`src/rtl/core/atfe_pkg.sv`:
```
package atfe_pkg;

  localparam int unsigned TABLE_SLOTS_DEF = 8;
  localparam int unsigned ADDR_W = 48;
  localparam int unsigned KIND_W = 8;

  typedef enum logic [1:0] {
    FuncRemember = 2'd0,
    FuncKnown    = 2'd1,
    FuncForget   = 2'd2
  } func_e;

  // one table slot
  typedef struct packed {
    logic              valid;
    logic [ADDR_W-1:0] addr;
    logic [KIND_W-1:0] kind;
  } entry_t;

  // request broadcast to every cell, already qualified by accept and nonzero address
  typedef struct packed {
    logic              remember;
    logic              forget;
    logic [ADDR_W-1:0] addr;
    logic [KIND_W-1:0] kind;
  } cmd_t;

  // status rippling from older to newer slots
  typedef struct packed {
    logic hit;
    logic free_seen;
    logic changed;
  } chain_t;

  // table-wide status fed back to every cell
  typedef struct packed {
    logic any_hit;
    logic full;
  } glob_t;

endpackage

```
`src/rtl/core/atfe_cell.sv`:
```
module atfe_cell import atfe_pkg::*; (
  input  logic   clk_i,
  input  logic   rst_ni,
  input  cmd_t   cmd_i,
  input  glob_t  glob_i,
  input  chain_t chain_i,
  output chain_t chain_o,
  input  entry_t upper_i,
  output entry_t entry_o
);

  logic   valid_q, valid_d;
  logic [ADDR_W-1:0] addr_q, addr_d;
  logic [KIND_W-1:0] kind_q, kind_d;
  logic   hit;
  logic   first_hit;
  logic   first_free;

  assign hit        = valid_q && (addr_q == cmd_i.addr);
  assign first_hit  = hit && !chain_i.hit;
  assign first_free = !valid_q && !chain_i.free_seen;

  assign chain_o.hit       = chain_i.hit || hit;
  assign chain_o.free_seen = chain_i.free_seen || !valid_q;
  assign chain_o.changed   = chain_i.changed || (first_hit && (kind_q != cmd_i.kind));

  assign entry_o = '{valid: valid_q, addr: addr_q, kind: kind_q};

  always_comb begin
    valid_d = valid_q;
    addr_d  = addr_q;
    kind_d  = kind_q;
    if (cmd_i.forget && (chain_i.hit || hit)) begin
      // close the gap from the matching slot upward
      valid_d = upper_i.valid;
      addr_d  = upper_i.addr;
      kind_d  = upper_i.kind;
    end else if (cmd_i.remember) begin
      if (glob_i.any_hit) begin
        if (first_hit) begin
          kind_d = cmd_i.kind;
        end
      end else if (!glob_i.full) begin
        if (first_free) begin
          valid_d = 1'b1;
          addr_d  = cmd_i.addr;
          kind_d  = cmd_i.kind;
        end
      end else begin
        // full: whole row moves down, oldest drops out
        valid_d = upper_i.valid;
        addr_d  = upper_i.addr;
        kind_d  = upper_i.kind;
      end
    end
  end

  always_ff @(posedge clk_i or negedge rst_ni) begin
    if (!rst_ni) begin
      valid_q <= 1'b0;
    end else begin
      valid_q <= valid_d;
    end
  end

  always_ff @(posedge clk_i) begin
    addr_q <= addr_d;
    kind_q <= kind_d;
  end

endmodule

```
`src/rtl/core/address_table_fifo_evict_unit.sv`:
```
// Peer address table of TableSlots entries held in a row of cells, oldest in
// slot 0. Every word is handled by the whole row together: all cells compare the
// address at once, a hit/free chain through the row picks the slot, and the
// row shifts down on forget or on remember into a full table. One word is
// accepted per cycle; the answer appears in the next cycle in an output
// register, and a new word is still taken while that answer waits unless the
// output side stalls. func 0 remembers (answer: table changed), 1 asks whether
// the address is known, 2 forgets (answer: removed). An all-zero address or
// an unused func leaves the table alone and answers 0.
module address_table_fifo_evict_unit import atfe_pkg::*; #(
  parameter int unsigned TableSlots = TABLE_SLOTS_DEF
) (
  input  logic              clk_i,
  input  logic              rst_ni,
  input  logic              in_valid_i,
  output logic              in_stall_o,
  input  logic [1:0]        func_i,
  input  logic [ADDR_W-1:0] peer_address_i,
  input  logic [KIND_W-1:0] peer_kind_i,
  output logic              out_valid_o,
  input  logic              out_stall_i,
  output logic              answer_o
);

  logic   in_accept;
  logic   addr_ok;
  logic   out_valid_q, out_valid_d;
  logic   answer_q, answer_d;
  cmd_t   cmd;
  glob_t  glob;
  entry_t top_entry;
  chain_t chain [TableSlots+1];
  entry_t entries [TableSlots];
  logic [TableSlots-1:0] valid_vec;

  assign in_stall_o = out_valid_q && out_stall_i;
  assign in_accept  = in_valid_i && !in_stall_o;
  assign addr_ok    = (peer_address_i != '0);

  assign cmd.remember = in_accept && addr_ok && (func_i == FuncRemember);
  assign cmd.forget   = in_accept && addr_ok && (func_i == FuncForget);
  assign cmd.addr     = peer_address_i;
  assign cmd.kind     = peer_kind_i;

  // fed into the newest slot: new entry on eviction, empty slot on forget
  assign top_entry = '{valid: cmd.remember, addr: peer_address_i, kind: peer_kind_i};

  assign chain[0] = '{hit: 1'b0, free_seen: 1'b0, changed: 1'b0};

  for (genvar i = 0; i < TableSlots; i++) begin : g_cell
    atfe_cell u_cell (
      .clk_i   (clk_i),
      .rst_ni  (rst_ni),
      .cmd_i   (cmd),
      .glob_i  (glob),
      .chain_i (chain[i]),
      .chain_o (chain[i+1]),
      .upper_i ((i == TableSlots - 1) ? top_entry : entries[(i + 1) % TableSlots]),
      .entry_o (entries[i])
    );
    assign valid_vec[i] = entries[i].valid;
  end

  assign glob.any_hit = chain[TableSlots].hit;
  assign glob.full    = !chain[TableSlots].free_seen;

  always_comb begin
    answer_d    = answer_q;
    out_valid_d = out_valid_q && out_stall_i;
    if (in_accept) begin
      out_valid_d = 1'b1;
      answer_d    = 1'b0;
      if (addr_ok) begin
        case (func_i)
          FuncRemember: answer_d = glob.any_hit ? chain[TableSlots].changed : 1'b1;
          FuncKnown:    answer_d = glob.any_hit;
          FuncForget:   answer_d = glob.any_hit;
          default:      answer_d = 1'b0;
        endcase
      end
    end
  end

  always_ff @(posedge clk_i or negedge rst_ni) begin
    if (!rst_ni) begin
      out_valid_q <= 1'b0;
    end else begin
      out_valid_q <= out_valid_d;
    end
  end

  always_ff @(posedge clk_i) begin
    answer_q <= answer_d;
  end

  assign out_valid_o = out_valid_q;
  assign answer_o    = answer_q;

`ifndef SYNTHESIS
  // every accepted word leaves a result behind
  assert property (@(posedge clk_i) disable iff (!rst_ni) in_accept |=> out_valid_o)
    else $error("accepted word produced no result");

  // zero address never answers true
  assert property (@(posedge clk_i) disable iff (!rst_ni)
    (in_accept && !addr_ok) |=> !answer_o)
    else $error("zero address answered true");

  // occupied slots always form one block starting at slot 0
  assert property (@(posedge clk_i) disable iff (!rst_ni)
    (valid_vec & (valid_vec + TableSlots'(1'b1))) == '0)
    else $error("gap in occupied slots");

  // a result taken while nothing is accepted leaves the output empty
  assert property (@(posedge clk_i) disable iff (!rst_ni)
    (out_valid_o && !out_stall_i && !in_accept) |=> !out_valid_o)
    else $error("result delivered twice");
`endif

endmodule

```
`config.mk`:
```
export PLATFORM = sky130hd
export DESIGN_NAME = address_table_fifo_evict_unit
export DESIGN_NICKNAME = d
export VERILOG_FILES = /design/src/rtl/core/atfe_pkg.sv /design/src/rtl/core/atfe_cell.sv /design/src/rtl/core/address_table_fifo_evict_unit.sv
export SDC_FILE = /design/constraint.sdc
export NUM_CORES = 1
export LEC_CHECK = 0
export BUFFER_PORTS_ARGS = -buffer_cell sky130_fd_sc_hd__clkbuf_2
export CELL_PAD_IN_SITES_DETAIL_PLACEMENT = 0
export CELL_PAD_IN_SITES_GLOBAL_PLACEMENT = 2
export CORE_MARGIN = 2
export CORE_UTILIZATION = 46
export CTS_CLUSTER_DIAMETER = 120
export DETAILED_ROUTE_END_ITERATION = 16
export PLACE_DENSITY_LB_ADDON = 0.1
export SYNTH_ARGS = -nofsm -noshare
export SYNTH_HDL_FRONTEND = slang
export SYNTH_SLANG_ARGS = --single-unit
```
`constraint.sdc`:
```
create_clock -name clk_i -period 8.2 [get_ports clk_i]
set_clock_uncertainty 0.1 [all_clocks]
set_input_delay 2.05 -clock clk_i [delete_from_list [all_inputs] [get_ports clk_i]]
set_output_delay 2.05 -clock clk_i [all_outputs]
set_load 0.02 [all_outputs]
```
Word level (Yosys, flattened, before mapping). Cells that the tools add are included.

Register bits after elaboration: 458. Input bits: 62. Output and inout bits: 3. Word-level logic and storage cells: 320.

Equal/unequal tests: 50. Muxes and demuxes: 130. Reduce and logical (&&, ||, !) cells: 114.

Operator list (count): 48-bit two-way mux (40); 48-bit equality test (8); 8-bit two-way mux (48); 8-bit != test (8); 3-bit AND reduction (16); 48-bit nonzero test (1); 3-bit by 1-bit != test with 1-bit output (second input constant) (15); 1-bit logical AND (43); 1-bit two-way mux (41); 4-bit by 1-bit != test with 1-bit output (second input constant) (7); 1-bit logical NOT (22); 1-bit logical OR (21); 2-bit by 1-bit != test with 1-bit output (second input constant) (8); 2-bit nonzero test (8); 4-bit != test (second input constant) (1); 3-bit != test (second input constant) (1); 2-bit by 1-bit equality test with 1-bit output (second input constant) (1); 2-bit equality test (second input constant) (1); 2-bit logical NOT (1); 1-bit one-hot mux with 2 select lines (1); 2-bit AND reduction (1); 2-bit OR reduction (1).

Longest topological paths before layout.
Depth in word-level cells: 14. Gate-level depth with buffers: 13.

Cells and area by module. Synthesis repeated with hierarchy kept, for this count alone.

Cells, all modules: 1794. Area, all modules: 26012.4 um^2.

Modules (own cells, without submodules): atfe_cell (times used 8, cells each 220, area an instance 3216.8 um^2, sequential area each 1706.6 um^2); address_table_fifo_evict_unit (times used 1, cells each 34, area an instance 277.8 um^2, sequential area each 55.1 um^2).

Least setup slack after synthesis. No wires, ideal clock.

Kind: input port to flip-flop. Start: input peer_address_i[41]. End: register g_cell[2].u_cell.addr_q[0], enable pin. Arrival time: 7.315 ns. Data required time: 7.580 ns. Slack: 0.265 ns. Stages: 10. Cell sequence: buf_2 > clkbuf_1 > inv_1 > o21ai_0 > nor4_1 > and3_1 > o2bb2ai_1 > nor4_1 > nand2_1 > o21ai_0.

Cells in the longest elaborated chain, start to end: 11. Elaborated cells between the ends (all ways): 32. Those cells by class: eq/ne (10); reduce/logical (22).

RTL lines: from (decl) (line address_table_fifo_evict_unit.sv:18) `input logic [ADDR_W-1:0] peer_address_i,`; 48-bit equality test (line atfe_cell.sv:19) `assign hit = valid_q && (addr_q == cmd_i.addr);`; 1-bit logical AND (line atfe_cell.sv:19); 1-bit logical OR (line atfe_cell.sv:23) `assign chain_o.hit = chain_i.hit || hit;`; 1-bit logical OR (line atfe_cell.sv:23, atfe_cell.sv:33); 1-bit logical OR (5 in a row) (line atfe_cell.sv:23); 2-bit by 1-bit != test with 1-bit output (no line); 3-bit AND reduction (no line) *; to (signal assigned) (line atfe_cell.sv:67) `addr_q <= addr_d;`; to (decl) (line atfe_cell.sv:13) `logic [ADDR_W-1:0] addr_q, addr_d;`.

Mark *: on every way between the ends. The rest lies on a longest branch, timed or not. A chain may end at the register's enable or synchronous reset.

Final worst setup path.
Start: input peer_address_i[20]. End: register g_cell[7].u_cell.addr_q[6], enable pin.

Cells in the longest elaborated chain, start to end: 12. Elaborated cells between the ends (all ways): 32. Those cells by class: eq/ne (10); reduce/logical (22).

RTL lines: 48-bit equality test (line atfe_cell.sv:19); 1-bit logical AND (line atfe_cell.sv:19); 1-bit logical OR (6 in a row) (line atfe_cell.sv:23); 1-bit logical OR (line atfe_cell.sv:23, atfe_cell.sv:33); 1-bit logical AND (line atfe_cell.sv:33) `if (cmd_i.forget && (chain_i.hit || hit)) begin`; 3-bit by 1-bit != test with 1-bit output (no line) (tied with other cells); 3-bit AND reduction (no line) *; to (signal assigned) (line atfe_cell.sv:67); to (decl) (line atfe_cell.sv:13).

Marks and branches as above.

==> results_dict.tcl <==
set metrics [dict create \
    synth_edf_count 449 \
    synth-main-ff-cell "edfxtp_1" \
    die_area_mm2 0.0594 \
    yosysSeqAreaShare 0.519 \
    critPathLaunchType "primary input" \
    rsz0062_at_grt "false" \
    drive_gt1_frac 0.271 \
    grt_pass1_vias 16780 \
    synth_most_common_cell "edfxtp_1" \
    hold_path.class "reg -> reg" \
    hold_slack_ps 434 \
    power_frac_seq 0.439 \
    hold_buffers 0 \
    timing.rr.start "g_cell[6].u_cell.addr_q[20]" \
    initial_utilization 0.467 \
    finalCritPeriodShare 0.744 \
    area_growth_pct 8.91 \
    switching_power_mw 1.72 \
    min_to "out_valid_o" \
    num_rows 87 \
    cts_buffers 52 \
    num_antenna_cells 0 \
    drv_cap 0 \
    wirelength_um 84700 \
    ir_drop_mv 0.182 \
    crit_arrival_ps 6310 \
    ys.warnings.count 0 \
    grt.total_usage 0.287 \
    pwr-share-clk 0.359 \
    yosysTopAreaCell "edfxtp_1" \
    cpMaxStageDelayCell "nor4_1" \
    ys_seq_elements 458 \
    grt_max_degree 49 \
    reg2reg_slack_ps 3690 \
    die_h_um 244 \
    ys_types 74 \
    seq_area_mm2 0.0137 \
    p_sw_frac 0.271 \
    async_reset_ff_frac 0.0197 \
    vias 16516 \
    max_stage_delay_ps 880 \
    insertion_delay_ps 610 \
    r2r_cells 7 \
    ios 65 \
    ant_nets 0 \
    synth.mux.area_fraction 0.174 \
    yosys-top-cells-area "edfxtp_1 51%, mux2_2 12%, xor2_1 7.7%" \
    cts_setup_buffers 0 \
    n_fill_cell 4926 \
    final-max-slew-violation-count 0 \
    critPathKind "in -> reg" \
    grt_remaining_overflow 0 \
    finalSetupViolCount 0 \
    slew_headroom 0.240 \
    nets 2060 \
    hold_violations 0 \
    min_from "out_valid_o" \
    antenna_found_initial 1 \
    syn_avg_cell_area_um2 13.3 \
    clockRootBuffer "clkbuf_16" \
    multi_input_area_mm2 0.0118 \
    synth-xor-area-share 0.143 \
    status "finished, final reports clean" \
    max-clock-path-buffers 3 \
    hold_path_depth 2 \
    cts_resized 0 \
    leakage_nw 9.44 \
    synth-adder-area-share 0.00142 \
    drtIter0Drc 1429 \
    die_w_um 244 \
    tns_ps 0 \
    cp_cell_sequence "clkbuf_2, buf_4, xnor2_1, nand4_1, nor4_1, nand3_1, nand4b_1, a22o_2, buf_4" \
    path_clk_slew_ps 60 \
    synthDominantCellAreaShare 0.510 \
    avgViaCountPerCell 5.92 \
    synthSimpleGateAreaFrac 0.103 \
    synth_fp_nets 2057 \
    combPwrFrac 0.202 \
    grt_pass1_wl_um 122000 \
    drc 0 \
    r2r_end "g_cell[7].u_cell.addr_q[6]" \
    fmax_mhz 164 \
    routedWlPerCell_um 30.3 \
    io_buffer_count 64 \
    period_needed_ps 6100 \
    final_cells 2792 \
    dr.pass1.iters 5 \
    endpoint_kind "flop" \
    cp_common_cell "buf_4" \
    p_int_mw 4.63 \
    synth_top_family_by_area "multiplexers" \
    htree_num_levels 2 \
    synth_compound_area_frac 0.0210 \
    place.gp.congestion 1.08 \
    core-area_mm2 0.0566 \
    worst_slew_pin_slew_ps 1140 \
    path_max_fanout 37 \
    cellPowerDensity_mw_per_mm2 220 \
    netlist_area_mm2 0.0264 \
    hpwl_um 65700 \
    clock-sinks 458 \
    cts_tree "done" \
    worstPathRequired_ps 8410 \
    final_util 0.509 \
    synth_common_cells "449 x edfxtp_1, 289 x mux2_2, 232 x xor2_1" \
    netlist_instances 1992 \
    dp.cells 2697 \
]
==> power by group through the flow <==
stage / Sequential [mW] / Combinational, mW / Clock (mW)
detailed placement: 2.83 / 1.26 / 0
floorplan: 2.82 / 1.01 / 0
global placement: 2.83 / 1.26 / 0
global route: 2.79 / 1.37 / 2.41
finish: 2.79 / 1.28 / 2.28
CTS: 2.79 / 1.28 / 2.32
==> cell usage in the layout (no fill, tap or decap), drive strengths merged, types with 15 or more instances in the layout <==
cell / synthesis / final
xor2: 232 / 232
nor2: 26 / 26
or4: 15 / 15
edfxtp: 449 / 449
clkinv: 0 / 25
mux2: 390 / 390
nor3: 33 / 33
nand4: 101 / 101
xnor2: 196 / 196
nand3: 32 / 32
inv: 25 / 25
o21ai: 22 / 22
nand2b: 35 / 35
clkbuf: 20 / 128
nor4: 119 / 119
nand2: 37 / 37
buf: 133 / 38
==> kinds of logic (layout without fill, tap and decap cells) <==
family | after synthesis | count (layout)
adders and majority gates | 3 | 3
buffers and inverters | 178 | 222
AOI/OAI and AO/OA | 76 | 76
DFF | 458 | 458
and+or+nand+nor | 454 | 454
xor gates and xnor gates | 428 | 428
muxes | 395 | 395
==> through the flow <==
stage	power (mW)	instance area [um2]	worst slack, ps
after global placement	4.10	27200	1540
after detailed placement	4.10	27200	1580
after floorplan	3.82	26400	265
final	6.35	28800	2100
after global routing	6.57	28800	1990
after CTS	6.39	28800	2220
==> how the worst max path moves through the flow <==
stage	cells past startpoint	from	slack, ps	endpoint
floorplan	10	peer_address_i[41]	270	g_cell[2].u_cell.addr_q[0]
global placement	9	peer_address_i[4]	1540	g_cell[2].u_cell.addr_q[16]
detailed placement	9	peer_address_i[4]	1580	g_cell[2].u_cell.addr_q[36]
CTS	9	peer_address_i[4]	2220	g_cell[2].u_cell.addr_q[36]
global route	9	peer_address_i[4]	1990	g_cell[2].u_cell.addr_q[16]
finish	9	peer_address_i[20]	2100	g_cell[7].u_cell.addr_q[6]
==> worst max-delay path, delay by kind of cell <==
| family | cells | cell delay, ps |
|---|---|---|
| AO/OA/AOI/OAI | 1 | 860 |
| XOR/XNOR | 1 | 490 |
| buffers and inverters | 3 | 890 |
| AND/OR/NAND/NOR | 4 | 1970 |
==> registers in the layout, indices dropped and copies added, names as in the netlist <==
register,cells
g_cell.u_cell.valid_q,8
answer_o,1
out_valid_o,1
g_cell.u_cell.kind_q,64
g_cell.u_cell.addr_q,384
==> layer usage <==
metal  wire, um  vias to the layer above  share of wire  track usage
met3       3670                      174          0.043       0.0285
met1      36700                     8239           0.43        0.380
li1           -                     7488              -            -
met4       4670                        0          0.055        0.147
met5          0                        -              0            0
met2      39700                      615           0.47        0.468
==> cell type report <==
class | count | area share
Sequential cell | 458 | 0.476
Multi-Input combinational cell | 1356 | 0.410
Clock buffer | 64 | 0.0482
Tap cell | 756 | 0.0329
Timing Repair Buffer | 102 | 0.0210
Clock inverter | 31 | 0.00869
Inverter | 25 | 0.00326
No activity file was read; power rests on OpenSTA's default activity.
